$ cat config.mk
export PLATFORM = sky130hd
export DESIGN_NAME = gain_ramp_normalizer
export DESIGN_NICKNAME = d
export VERILOG_FILES = /design/src/hw/rtl/grn_pkg.sv /design/src/hw/rtl/gain_ramp_normalizer.sv /design/src/hw/rtl/grn_div.sv /design/src/hw/rtl/grn_scale.sv
export VERILOG_INCLUDE_DIRS = /design/src /design/src/hw/rtl
export SDC_FILE = /design/constraint.sdc
export NUM_CORES = 2
export LEC_CHECK = 0
export ABC_AREA = 0
export BUFFER_PORTS_ARGS = -buffer_cell sky130_fd_sc_hd__buf_2
export CAP_MARGIN = 40
export CORE_UTILIZATION = 50
export DETAILED_ROUTE_END_ITERATION = 12
export GPL_TIMING_DRIVEN = 1
export PLACE_DENSITY = 0.66
export SKIP_CTS_REPAIR_TIMING = 1
export SYNTH_ARGS = -nofsm -noshare
export SYNTH_HDL_FRONTEND = slang
export SYNTH_SLANG_ARGS = --single-unit
$ cat constraint.sdc
create_clock -name clk -period 32 [get_ports clk]
set_input_delay 0 -clock clk [delete_from_list [all_inputs] [get_ports clk]]
set_output_delay 0 -clock clk [all_outputs]
set_load 0.02 [all_outputs]
$ cat src/hw/rtl/gain_ramp_normalizer_defines.svh
// ---------------------------------------------------------------------------
// Gain ramp normaliser assertion macros
// Shared concurrent assertion forms used by the gain ramp normaliser RTL.
// ---------------------------------------------------------------------------
`ifndef GAIN_RAMP_NORMALIZER_DEFINES_SVH
`define GAIN_RAMP_NORMALIZER_DEFINES_SVH

// Same-cycle implication, disabled while reset is asserted.
`define GRN_ASSERT_IMP(label, ck, rn, ante, cons) \
    label: assert property (@(posedge ck) disable iff (!rn) (ante) |-> (cons)) \
        else $error("gain ramp normaliser assertion failed");

// Next-cycle implication, disabled while reset is asserted.
`define GRN_ASSERT_NEXT(label, ck, rn, ante, cons) \
    label: assert property (@(posedge ck) disable iff (!rn) (ante) |=> (cons)) \
        else $error("gain ramp normaliser assertion failed");

`endif

$ cat src/hw/rtl/grn_pkg.sv
// ---------------------------------------------------------------------------
// Gain ramp normaliser package
// Payload types, fixed-point constants and shared helpers.
// ---------------------------------------------------------------------------
package grn_pkg;

    // Gain format: signed Q(64-F).F with F fraction bits (16..32).
    localparam int GAIN_FRAC_BITS = 32;
    localparam int GAIN_W         = 64;
    localparam int SAMPLE_W       = 32;
    localparam int IPART_SHIFT    = SAMPLE_W - GAIN_FRAC_BITS;

    // Configuration port.
    localparam int CFG_W       = 31;
    localparam int CFG_INDEX_W = 2;
    localparam logic [CFG_INDEX_W-1:0] CFG_EFFECT_MODE   = 2'd0;
    localparam logic [CFG_INDEX_W-1:0] CFG_START_VOLUME  = 2'd1;
    localparam logic [CFG_INDEX_W-1:0] CFG_END_VOLUME    = 2'd2;
    localparam logic [CFG_INDEX_W-1:0] CFG_REGION_FRAMES = 2'd3;

    localparam int PCT_W    = 30;
    localparam int REGION_W = 31;

    // Effect modes.
    localparam logic MODE_RAMP      = 1'b0;
    localparam logic MODE_NORMALISE = 1'b1;

    // Beat kinds.
    localparam logic KIND_SCAN  = 1'b0;
    localparam logic KIND_APPLY = 1'b1;

    // Divider geometry: region_frames * 100 stays below 2^38.
    localparam int DIV_DIVIDEND_W = 64;
    localparam int DIV_DIVISOR_W  = 38;
    localparam int DIV_CNT_W      = $clog2(DIV_DIVIDEND_W);

    // Fixed-point constants.
    localparam logic [GAIN_W-1:0] GAIN_ONE = 64'd1 << GAIN_FRAC_BITS;
    localparam logic [GAIN_W-1:0] NORM_NUMERATOR = 64'h7fff_ffff << GAIN_FRAC_BITS;
    localparam logic [DIV_DIVISOR_W-1:0] PCT_SCALE = 38'd100;
    localparam logic [SAMPLE_W-1:0] PEAK_FULL_SCALE = 32'h7fff_ffff;
    localparam logic [GAIN_W-1:0] BIG_LIMIT = 64'd1 << 40;
    localparam logic [GAIN_W-1:0] POS_LIMIT = 64'h0000_0000_7fff_ffff;
    localparam logic [GAIN_W-1:0] NEG_LIMIT = 64'h0000_0000_8000_0000;
    localparam logic [SAMPLE_W-1:0] FRAC_MASK = 32'hffff_ffff >> IPART_SHIFT;
    localparam logic [SAMPLE_W-1:0] SAT_POS = 32'h7fff_ffff;
    localparam logic [SAMPLE_W-1:0] SAT_NEG = 32'h8000_0000;

    // One input beat.
    typedef struct packed {
        logic                       kind;
        logic signed [SAMPLE_W-1:0] sample_in;
        logic                       pass_start;
        logic                       frame_end;
    } grn_in_t;

    // One result beat.
    typedef struct packed {
        logic signed [SAMPLE_W-1:0] sample_out;
        logic                       clipped;
        logic                       frame_last;
    } grn_out_t;

    // Request to the shared divider.
    typedef struct packed {
        logic                      start;
        logic [DIV_DIVIDEND_W-1:0] dividend;
        logic [DIV_DIVISOR_W-1:0]  divisor;
    } grn_div_req_t;

    // Step controls for the scaling datapath.
    typedef struct packed {
        logic load;
        logic mul_lo;
        logic mul_hi;
        logic sum;
    } grn_scale_ctl_t;

    // Magnitude of a two's complement sample; the most negative value
    // maps to 2^31, which still fits the unsigned result.
    function automatic logic [SAMPLE_W-1:0] grn_mag32(input logic [SAMPLE_W-1:0] v);
        grn_mag32 = v[SAMPLE_W-1] ? (~v + 32'd1) : v;
    endfunction

endpackage

$ cat src/hw/rtl/gain_ramp_normalizer.sv
// ---------------------------------------------------------------------------
// Gain ramp normaliser
// Linear fade or peak normalisation of signed 32-bit audio samples.
// ---------------------------------------------------------------------------
// The block takes one beat at a time. A scan beat updates the peak and is
// done in the cycle it is taken. An apply beat runs in steps: one shared
// 32x32 multiplier forms the two partial products of sample times the
// Q32.32 gain one after the other, then they are summed and saturated. An
// apply beat that opens a pass first runs the bit-serial divider: one
// division in normalise mode (none when the peak is zero or full scale),
// two in ramp mode (start gain, then ramp step). A finished result sits in
// an output register, so the next beat is taken while it waits; a second
// result waits in the last step until that register is free.
// Configuration may only be written while the block is idle.
`include "gain_ramp_normalizer_defines.svh"

module gain_ramp_normalizer (
    input  logic                               clk,
    input  logic                               rst_n,
    input  logic                               cfg_we,
    input  logic [grn_pkg::CFG_INDEX_W-1:0]    cfg_index,
    input  logic [grn_pkg::CFG_W-1:0]          cfg_data,
    input  logic                               in_valid,
    output logic                               in_stall,
    input  grn_pkg::grn_in_t                   in_data,
    output logic                               out_valid,
    input  logic                               out_stall,
    output grn_pkg::grn_out_t                  out_data
);
    import grn_pkg::*;

    typedef enum logic [7:0] {
        S_IDLE     = 8'b0000_0001,
        S_DIV_GAIN = 8'b0000_0010,
        S_DIV_STEP = 8'b0000_0100,
        S_MAG      = 8'b0000_1000,
        S_MUL_LO   = 8'b0001_0000,
        S_MUL_HI   = 8'b0010_0000,
        S_SUM      = 8'b0100_0000,
        S_FIN      = 8'b1000_0000
    } grn_state_t;

    // Saturating signed 64-bit add.
    function automatic logic [GAIN_W-1:0] sat_add64(input logic [GAIN_W-1:0] a,
                                                    input logic [GAIN_W-1:0] b);
        logic [GAIN_W-1:0] s;
        s = a + b;
        if ((a[GAIN_W-1] == b[GAIN_W-1]) && (s[GAIN_W-1] != a[GAIN_W-1]))
        begin
            sat_add64 = a[GAIN_W-1] ? {1'b1, {(GAIN_W-1){1'b0}}} : {1'b0, {(GAIN_W-1){1'b1}}};
        end
        else
        begin
            sat_add64 = s;
        end
    endfunction

    grn_state_t state_reg, state_next;

    logic                effect_mode_reg;
    logic [PCT_W-1:0]    start_pct_reg;
    logic [PCT_W-1:0]    end_pct_reg;
    logic [REGION_W-1:0] region_frames_reg;

    logic [SAMPLE_W-1:0] peak_reg, peak_next;
    logic [GAIN_W-1:0]   gain_reg, gain_next;
    logic [GAIN_W-1:0]   step_reg, step_next;

    logic [SAMPLE_W-1:0] sample_reg;
    logic                frame_end_reg;

    logic                out_valid_reg, out_valid_next;
    grn_out_t            out_data_reg;

    logic                in_accept;
    logic                out_free;
    logic [SAMPLE_W-1:0] in_smag;
    logic                norm_unity;
    logic                ramp_neg;
    logic [PCT_W-1:0]    ramp_mag;
    logic [REGION_W-1:0] region_eff;
    logic [DIV_DIVISOR_W-1:0] ramp_den;

    grn_div_req_t        div_req;
    logic                div_done;
    logic [GAIN_W-1:0]   div_quotient;

    grn_scale_ctl_t      scale_ctl;
    logic [SAMPLE_W-1:0] scale_result;
    logic                scale_clip;

    // Handshakes.
    assign in_stall  = (state_reg != S_IDLE);
    assign in_accept = in_valid && !in_stall;
    assign out_free  = !out_valid_reg || !out_stall;

    // Pass set-up terms.
    assign in_smag    = grn_mag32(in_data.sample_in);
    assign norm_unity = (peak_reg == '0) || (peak_reg >= PEAK_FULL_SCALE);
    assign ramp_neg   = end_pct_reg < start_pct_reg;
    assign ramp_mag   = ramp_neg ? (start_pct_reg - end_pct_reg) : (end_pct_reg - start_pct_reg);
    assign region_eff = (region_frames_reg == '0) ? REGION_W'(1) : region_frames_reg;
    assign ramp_den   = DIV_DIVISOR_W'(region_eff) * PCT_SCALE;

    // Divider requests: start gain or normalise gain from idle, ramp step next.
    always_comb
    begin
        div_req.start = 1'b0;
        if (state_reg == S_IDLE)
        begin
            div_req.start = in_accept && (in_data.kind == KIND_APPLY) && in_data.pass_start
                            && !((effect_mode_reg == MODE_NORMALISE) && norm_unity);
            if (effect_mode_reg == MODE_NORMALISE)
            begin
                div_req.dividend = NORM_NUMERATOR;
                div_req.divisor  = DIV_DIVISOR_W'(peak_reg);
            end
            else
            begin
                div_req.dividend = DIV_DIVIDEND_W'(start_pct_reg) << GAIN_FRAC_BITS;
                div_req.divisor  = PCT_SCALE;
            end
        end
        else
        begin
            div_req.start    = (state_reg == S_DIV_GAIN) && div_done
                               && (effect_mode_reg == MODE_RAMP);
            div_req.dividend = DIV_DIVIDEND_W'(ramp_mag) << GAIN_FRAC_BITS;
            div_req.divisor  = ramp_den;
        end
    end

    grn_div u_div (
        .clk      (clk),
        .rst_n    (rst_n),
        .req      (div_req),
        .done     (div_done),
        .quotient (div_quotient)
    );

    // Sequencer.
    always_comb
    begin
        state_next = state_reg;
        unique case (state_reg)
            S_IDLE:
            begin
                if (in_accept && (in_data.kind == KIND_APPLY))
                begin
                    if (in_data.pass_start
                        && !((effect_mode_reg == MODE_NORMALISE) && norm_unity))
                    begin
                        state_next = S_DIV_GAIN;
                    end
                    else
                    begin
                        state_next = S_MAG;
                    end
                end
            end
            S_DIV_GAIN:
            begin
                if (div_done)
                begin
                    state_next = (effect_mode_reg == MODE_NORMALISE) ? S_MAG : S_DIV_STEP;
                end
            end
            S_DIV_STEP:
            begin
                if (div_done)
                begin
                    state_next = S_MAG;
                end
            end
            S_MAG:    state_next = S_MUL_LO;
            S_MUL_LO: state_next = S_MUL_HI;
            S_MUL_HI: state_next = S_SUM;
            S_SUM:    state_next = S_FIN;
            S_FIN:
            begin
                if (out_free)
                begin
                    state_next = S_IDLE;
                end
            end
            default:  state_next = S_IDLE;
        endcase
    end

    // Peak, gain and step updates.
    always_comb
    begin
        peak_next = peak_reg;
        gain_next = gain_reg;
        step_next = step_reg;
        if ((state_reg == S_IDLE) && in_accept)
        begin
            if (in_data.kind == KIND_SCAN)
            begin
                if (in_data.pass_start || (in_smag > peak_reg))
                begin
                    peak_next = in_smag;
                end
            end
            else if (in_data.pass_start && (effect_mode_reg == MODE_NORMALISE) && norm_unity)
            begin
                gain_next = GAIN_ONE;
                step_next = '0;
            end
        end
        if ((state_reg == S_DIV_GAIN) && div_done)
        begin
            gain_next = div_quotient;
            if (effect_mode_reg == MODE_NORMALISE)
            begin
                step_next = '0;
            end
        end
        if ((state_reg == S_DIV_STEP) && div_done)
        begin
            step_next = ramp_neg ? (~div_quotient + 64'd1) : div_quotient;
        end
        if ((state_reg == S_SUM) && frame_end_reg)
        begin
            gain_next = sat_add64(gain_reg, step_reg);
        end
    end

    // Scaling datapath steps.
    always_comb
    begin
        scale_ctl.load   = (state_reg == S_MAG);
        scale_ctl.mul_lo = (state_reg == S_MUL_LO);
        scale_ctl.mul_hi = (state_reg == S_MUL_HI);
        scale_ctl.sum    = (state_reg == S_SUM);
    end

    grn_scale u_scale (
        .clk    (clk),
        .ctl    (scale_ctl),
        .sample (sample_reg),
        .gain   (gain_reg),
        .result (scale_result),
        .clip   (scale_clip)
    );

    // Output beat valid.
    always_comb
    begin
        if ((state_reg == S_FIN) && out_free)
        begin
            out_valid_next = 1'b1;
        end
        else if (!out_stall)
        begin
            out_valid_next = 1'b0;
        end
        else
        begin
            out_valid_next = out_valid_reg;
        end
    end

    // Control state, configuration and gain state.
    always_ff @(posedge clk or negedge rst_n)
    begin
        if (!rst_n)
        begin
            state_reg         <= S_IDLE;
            effect_mode_reg   <= MODE_RAMP;
            start_pct_reg     <= PCT_W'(100);
            end_pct_reg       <= PCT_W'(100);
            region_frames_reg <= REGION_W'(1);
            peak_reg          <= '0;
            gain_reg          <= GAIN_ONE;
            step_reg          <= '0;
            out_valid_reg     <= 1'b0;
        end
        else
        begin
            state_reg     <= state_next;
            peak_reg      <= peak_next;
            gain_reg      <= gain_next;
            step_reg      <= step_next;
            out_valid_reg <= out_valid_next;
            if (cfg_we)
            begin
                unique case (cfg_index)
                    CFG_EFFECT_MODE:   effect_mode_reg   <= cfg_data[0];
                    CFG_START_VOLUME:  start_pct_reg     <= cfg_data[PCT_W-1:0];
                    CFG_END_VOLUME:    end_pct_reg       <= cfg_data[PCT_W-1:0];
                    CFG_REGION_FRAMES: region_frames_reg <= cfg_data[REGION_W-1:0];
                endcase
            end
        end
    end

    // Beat payload and output register.
    always_ff @(posedge clk)
    begin
        if (in_accept && (in_data.kind == KIND_APPLY))
        begin
            sample_reg    <= in_data.sample_in;
            frame_end_reg <= in_data.frame_end;
        end
        if ((state_reg == S_FIN) && out_free)
        begin
            out_data_reg.sample_out <= scale_result;
            out_data_reg.clipped    <= scale_clip;
            out_data_reg.frame_last <= frame_end_reg;
        end
    end

    assign out_valid = out_valid_reg;
    assign out_data  = out_data_reg;

    // A scan beat is finished in the cycle it is taken.
    `GRN_ASSERT_NEXT(a_scan_single_cycle, clk, rst_n, in_accept && (in_data.kind == KIND_SCAN), state_reg == S_IDLE)
    // The divider only completes while the sequencer waits for it.
    `GRN_ASSERT_IMP(a_div_done_in_wait, clk, rst_n, div_done, (state_reg == S_DIV_GAIN) || (state_reg == S_DIV_STEP))
    // A new output beat only appears after the final step.
    `GRN_ASSERT_IMP(a_out_from_fin, clk, rst_n, $rose(out_valid_reg), $past(state_reg == S_FIN))

endmodule

$ cat src/hw/rtl/grn_div.sv
// ---------------------------------------------------------------------------
// Gain ramp normaliser divider
// Restoring unsigned divider, one quotient bit per cycle.
// ---------------------------------------------------------------------------
`include "gain_ramp_normalizer_defines.svh"

module grn_div (
    input  logic                                  clk,
    input  logic                                  rst_n,
    input  grn_pkg::grn_div_req_t                 req,
    output logic                                  done,
    output logic [grn_pkg::DIV_DIVIDEND_W-1:0]    quotient
);
    import grn_pkg::*;

    localparam logic [DIV_CNT_W-1:0] DIV_LAST = DIV_CNT_W'(DIV_DIVIDEND_W - 1);

    logic                      busy_reg, busy_next;
    logic                      done_reg, done_next;
    logic [DIV_CNT_W-1:0]      count_reg, count_next;
    logic [DIV_DIVISOR_W-1:0]  rem_reg, rem_next;
    logic [DIV_DIVIDEND_W-1:0] quo_reg, quo_next;
    logic [DIV_DIVISOR_W-1:0]  divisor_reg, divisor_next;

    logic [DIV_DIVISOR_W:0]    shifted;
    logic [DIV_DIVISOR_W+1:0]  diff;
    logic                      fits;

    // Trial subtraction of the divisor from the shifted partial remainder.
    assign shifted = {rem_reg, quo_reg[DIV_DIVIDEND_W-1]};
    assign diff    = {1'b0, shifted} - {2'b00, divisor_reg};
    assign fits    = !diff[DIV_DIVISOR_W+1];

    // Iteration control and datapath.
    always_comb
    begin
        busy_next    = busy_reg;
        done_next    = 1'b0;
        count_next   = count_reg;
        rem_next     = rem_reg;
        quo_next     = quo_reg;
        divisor_next = divisor_reg;
        if (req.start)
        begin
            busy_next    = 1'b1;
            count_next   = '0;
            rem_next     = '0;
            quo_next     = req.dividend;
            divisor_next = req.divisor;
        end
        else if (busy_reg)
        begin
            rem_next   = fits ? diff[DIV_DIVISOR_W-1:0] : shifted[DIV_DIVISOR_W-1:0];
            quo_next   = {quo_reg[DIV_DIVIDEND_W-2:0], fits};
            count_next = count_reg + DIV_CNT_W'(1);
            if (count_reg == DIV_LAST)
            begin
                busy_next = 1'b0;
                done_next = 1'b1;
            end
        end
    end

    // Control state.
    always_ff @(posedge clk or negedge rst_n)
    begin
        if (!rst_n)
        begin
            busy_reg  <= 1'b0;
            done_reg  <= 1'b0;
            count_reg <= '0;
        end
        else
        begin
            busy_reg  <= busy_next;
            done_reg  <= done_next;
            count_reg <= count_next;
        end
    end

    // Operands and partial results.
    always_ff @(posedge clk)
    begin
        rem_reg     <= rem_next;
        quo_reg     <= quo_next;
        divisor_reg <= divisor_next;
    end

    assign done     = done_reg;
    assign quotient = quo_reg;

    // A new division is only started once the previous one has finished.
    `GRN_ASSERT_IMP(a_div_start_idle, clk, rst_n, req.start, !busy_reg)
    // The final iteration is always followed by the completion pulse.
    `GRN_ASSERT_NEXT(a_div_done_after_last, clk, rst_n, busy_reg && count_reg == DIV_LAST && !req.start, done_reg && !busy_reg)

endmodule

$ cat src/hw/rtl/grn_scale.sv
// ---------------------------------------------------------------------------
// Gain ramp normaliser scaling datapath
// Sample times gain through one shared 32x32 multiplier, then saturation.
// ---------------------------------------------------------------------------
module grn_scale (
    input  logic                             clk,
    input  grn_pkg::grn_scale_ctl_t          ctl,
    input  logic [grn_pkg::SAMPLE_W-1:0]     sample,
    input  logic [grn_pkg::GAIN_W-1:0]       gain,
    output logic [grn_pkg::SAMPLE_W-1:0]     result,
    output logic                             clip
);
    import grn_pkg::*;

    logic [SAMPLE_W-1:0] smag_reg;
    logic [GAIN_W-1:0]   gmag_reg;
    logic                rneg_reg;
    logic [GAIN_W-1:0]   plo_reg;
    logic [GAIN_W-1:0]   phi_reg;
    logic [GAIN_W-1:0]   top_reg;
    logic [SAMPLE_W-1:0] low_reg;

    logic [SAMPLE_W-1:0] mul_b;
    logic [GAIN_W-1:0]   product;
    logic                big;
    logic [GAIN_W-1:0]   ipart;
    logic [SAMPLE_W-1:0] frac;
    logic [GAIN_W-1:0]   limit;

    // Shared multiplier: low gain word first, high gain word second.
    assign mul_b   = ctl.mul_hi ? gmag_reg[GAIN_W-1:SAMPLE_W] : gmag_reg[SAMPLE_W-1:0];
    assign product = smag_reg * mul_b;

    // Sign-magnitude operands, partial products and their sum.
    always_ff @(posedge clk)
    begin
        if (ctl.load)
        begin
            smag_reg <= grn_mag32(sample);
            gmag_reg <= gain[GAIN_W-1] ? (~gain + 64'd1) : gain;
            rneg_reg <= sample[SAMPLE_W-1] ^ gain[GAIN_W-1];
        end
        if (ctl.mul_lo)
        begin
            plo_reg <= product;
        end
        if (ctl.mul_hi)
        begin
            phi_reg <= product;
        end
        if (ctl.sum)
        begin
            top_reg <= phi_reg + {32'd0, plo_reg[GAIN_W-1:SAMPLE_W]};
            low_reg <= plo_reg[SAMPLE_W-1:0];
        end
    end

    // Integer part toward zero, then saturation against the signed limit.
    always_comb
    begin
        big   = top_reg > BIG_LIMIT;
        ipart = (top_reg << IPART_SHIFT) | {32'd0, low_reg >> GAIN_FRAC_BITS};
        frac  = low_reg & FRAC_MASK;
        limit = rneg_reg ? NEG_LIMIT : POS_LIMIT;
        clip  = big || (ipart > limit) || ((ipart == limit) && (frac != '0));
        if (clip)
        begin
            result = rneg_reg ? SAT_NEG : SAT_POS;
        end
        else
        begin
            result = rneg_reg ? (~ipart[SAMPLE_W-1:0] + 32'd1) : ipart[SAMPLE_W-1:0];
        end
    end

endmodule

; ---- After elaboration in Yosys (flattened, before gate mapping)
; Cells that the tools add are included.
[op_classes]
addsub = 11
mul = 2
div = 0
n_lt_le_gt_ge = 5
n_eq_ne = 21
shifts = 0
muxes = 46
n_bitwise = 8
reduce_logical = 42
[ops]
columns = operator, n
row1 = $mux W64, 16
row2 = $mux W32, 6
row3 = $add A64 B1 Y64 const B, 2
row4 = $not A64 Y64, 2
row5 = $mux W103, 1
row6 = $mux W101, 1
row7 = $add A32 B1 Y32 const B, 3
row8 = $not A32 Y32, 3
row9 = $add A64 B32 Y64, 1
row10 = $add A64 B64 Y64, 1
row11 = $eq A64 B64 Y1, 1
row12 = $gt A64 B41 Y1 const B, 1
row13 = $gt A64 B64 Y1, 1
row14 = $mul A32 B32 Y64, 1
row15 = $pmux W8 S8, 1
row16 = $mux W63, 1
row17 = $mux W31, 2
row18 = $sub A30 B30 Y30, 2
row19 = $sub A39 B38 Y40, 1
row20 = $mux W38, 1
row21 = $mul A31 B5 Y36 const B, 1
row22 = $ge A32 B31 Y1 const B, 1
row23 = $gt A32 B32 Y1, 1
row24 = $logic_not A32 Y1, 1
row25 = other kinds (36), 83
[totals]
reg_bits = 797
latch_bits = 0
ram_bits = 0
mem_bits_ro = 0
memories = 0

; ---- Logic depth before layout (Yosys ltp)
[logic_depth]
depth_word = 9
ltp_mapped = 37
depth_no_buf = 33

; ---- Modules after synthesis
; A second synthesis with hierarchy kept.
[unflattened]
hier_cells = 8728
hier_area_um2 = 83776.6
[modules_own_cells]
columns = module, instances, cells_each, area_each_um2, seq_area_each_um2
row1 = grn_scale, 1, 4960, 49366.1, 9639.2
row2 = gain_ramp_normalizer, 1, 3020, 26329.0, 8554.5
row3 = grn_div, 1, 748, 8081.5, 4023.9

; ---- Least setup slack after synthesis
; No wires, ideal clock.
[synth_timing]
path_type = register -> register
startpoint = register state_reg[1]
endpoint = register u_scale.phi_reg[59], data pin
arrival_time_ns = 10.326
required_ns = 31.732
setup_slack_ns = 21.407
path_stages_with_launch = 34
path_cell_list = dfrtp_1 -> nor2_1 -> nand3_1 -> or3b_2 -> clkbuf_1 -> clkinv_1 -> clkbuf_1 -> nand2_1 -> nand2_1 -> clkbuf_1 -> nand2_1 -> fa_1 -> inv_1 -> fa_1 -> inv_1 -> fa_1 -> inv_1 -> fa_1 -> fa_1 -> fa_1 -> fa_1 -> fa_1 -> ha_1 -> inv_1 -> nor2_1 -> nand2_1 -> or3_1 -> o211ai_1 -> a41oi_1 -> nor3b_1 -> a31oi_1 -> o31ai_1 -> a21oi_1 -> xnor2_1
[synth_between]
elab_chain_cells = 3
[synth_rtl]
columns = item, line_no
row1 = start: declaration, gain_ramp_normalizer.sv:58  ; grn_state_t state_reg, state_next;
row2 = start signal: assignment, gain_ramp_normalizer.sv:281  ; state_reg <= state_next;
row3 = $eq A8 B6 Y1, gain_ramp_normalizer.sv:234  ; scale_ctl.mul_hi = (state_reg == S_MUL_HI);
row4 = $mux W32, grn_scale.sv:31  ; assign mul_b = ctl.mul_hi ? gmag_reg[GAIN_W-1:SAMPLE_W] : gmag_reg[SAMPLE_W-1:0];
row5 = $mul A32 B32 Y64, grn_scale.sv:32  ; assign product = smag_reg * mul_b;
row6 = net u_scale.product[59], grn_scale.sv:24  ; logic [GAIN_W-1:0] product;
row7 = end signal: assignment, grn_scale.sv:49  ; phi_reg <= product;
row8 = end: declaration, grn_scale.sv:19  ; logic [GAIN_W-1:0] phi_reg;
; The timed path passes the listed nets, and every way through them passes these cells.
; A chain may end at the register's enable or synchronous reset.

; ---- Worst setup path in the final report
; Same ends and word-level chain as after synthesis.

==> metrics.cfg <==
[status]
outcome=completed

[timing]
tightest_slew_ns=0.915
period_needed_ns=10.97
fmax_mhz=91.2
setup_tns_ns=0
setup_viol=0
finalHoldViolations=0
maxSlewHeadroom_pct=39.0
rsz0062_at_grt=no
fin_skew_ns=0.0943
period_share_pct=34.3
maxSlewViolCount=0

[yosys]
synth_top_area_share_pct=22.5
syn_inst=8638
synth_xor_area_share_pct=4.82
synth-edff-count=490
synth_top_family_by_area=adder cells
synth-main-ff-cell=edfxtp_1
synthMuxAreaShare_pct=2.20
synth_top_area_cell=fa_1
synth-simple-area-share_pct=15.1
synth_compound_area_share_pct=11.4
synth_nets=10261
async_flop_share_pct=33.8
synth_area_um2=82500
avgSynthCellArea_um2=9.55
synthDistinctLibCells=87
synth_area_leaders=fa_1 (22%), edfxtp_1 (18%), ha_1 (9.5%)
synthAdderAreaFrac_pct=31.9
ys_seq_area_share_pct=26.9
yosys_register_bits=797
yosysWarnings=0

[clock_network]
cts-root-buf=clkbuf_16
clkSlewWorstSetupHoldPaths_ns=0.06
htreeDepth=3
cts_buffers=92
worstSkewPairLatency_ns=0.76
clockBufferDepth=3
cts_tree=yes
clock-sinks=797

[worst_setup_path]
critPathBufInv=6
crit_fanout=69
critPathTopFamily=adder cells
cp_common_cell=fa_1
cp-start-kind=flop
path_class=reg2reg
worstSetupEndpointType=flop
cp_slowest_cell=or3b_2
max_stage_delay_ns=0.80
cp_data_arrival_time_ns=11.43
critPathRequiredTime_ns=32.46

[place]
numPortBuffers=108
gp_congestion=0.929
dp_hpwl_um=171000

[finish]
layout_common_cells=inv_1 (1,208), fa_1 (927), nand2_1 (849)
drive_gt1_share_pct=6.75
area_growth_pct=8.05
nets=10200
final_common_cell=inv_1

[drt]
routedLengthMet1_um=92800
first_pass_iters=6
post_drt_wl_per_cell_um=21.0
routed-via-count=62039
ant_nets=0
dr_wl_met2_um=112000
drc=0
vias_per_cell=5.73
routed_wl_um=227000
wl_met3_um=13400
drt_iter0_drc=4402
topRoutingLayerUsed=met5

[floorplanning]
core_area_um2=163000
die_h_um=408
fp.dieW_um=408
die_area_um2=167000
io_pins=109
initial_core_util_pct=50.5
rows=148

[flow_run]
max-cap-violations=0

[grt]
grt_max_degree=85
antenna_found_initial=11
grt_pass1_wl_um=359000
grt_use_total_pct=27.3
overflow=0
grt_pass1_vias=63538

[worst_hold_path]
min_path_type=in2reg

## worst register-to-register path, delay by kind of cell, from the launching register on
| kind | cells | cell delay (ns) |
|---|---|---|
| buffers and inverters | 6 | 1.46 |
| AOI/OAI and AO/OA | 9 | 2.54 |
| adders and majority gates | 9 | 4.34 |
| and+or+nand+nor | 7 | 1.93 |
| xor gates and xnor gates | 1 | 0.10 |
| DFF | 1 | 0.40 |
## path summary, 6_finish.rpt
path	from	to	slack, ns	depth (start not counted)
setup / recovery	state_reg[1]	u_scale.phi_reg[59]	21.03	32
hold / removal	in_valid	sample_reg[28]	0.05	3
setup reg to reg	state_reg[1]	u_scale.phi_reg[59]	21.03	32
hold reg to reg	u_scale.plo_reg[24]	u_scale.frac[24]	0.41	0
max in group asynchronous	rst_n	region_frames_reg[0]	30.94	5
min in group asynchronous	rst_n	step_reg[29]	0.42	4
## per-stage QoR
step	cells	hold WS [ns]	setup slack, ns	cell area, µm²	util (%)
floorplan	8638	-0.296	21.41	82500	-
global placement	10574	-0.0217	20.80	85000	52.0
detailed placement	10586	-0.0189	21.06	85300	52.2
CTS	10759	-0.817	21.08	88400	54.1
global route	10832	0.0649	20.49	89100	54.6
finish	10833	0.0465	21.03	89100	54.6
## per-layer routing
layer | GRT usage [%] | up-vias
met5 | 0 | -
met4 | 9.37 | 10
met3 | 3.52 | 456
met2 | 47.3 | 1900
met1 | 35.0 | 31209
li1 | - | 28464
## final cells by class
class | instances | area, µm²
Fill cell | 14571 | 74200
Multi-Input combinational cell | 6174 | 54100
Inverter | 1210 | 4550
Antenna cell | 2 | 5.00
Tap cell | 2175 | 2720
Sequential cell | 797 | 22200
Clock buffer | 114 | 2410
Timing Repair Buffer | 302 | 2360
Clock inverter | 59 | 707
## synthesized netlist by cell type, types with 96 or more instances
cell and number:
o21ai_0 388, fa_1 927, xor2_1 126, xnor2_1 328, dfrtp_1 260, a21oi_1 427, inv_1 1208, edfxtp_1 490
ha_1 623, nor2_1 399, nand3_1 109, nor2b_1 128, mux2_2 132, nand4_1 96, a21o_1 197, clkbuf_1 430
nand2_1 856, and2_1 515
## cells by family (layout without fill, tap and decap cells)
kind of cell,count (synthesis),count (layout)
AO/OA/AOI/OAI,1500,1500
XOR/XNOR,454,454
adder cells (fa/ha/maj),1550,1550
buffers and inverters,1667,1685
flip-flops,797,797
multiplexers,165,165
other,0,2
AND/OR/NAND/NOR,2505,2505
Power is left out: the tool's default activity adds up to more than one toggle a clock period on the data nets, which glitch-free logic cannot reach.
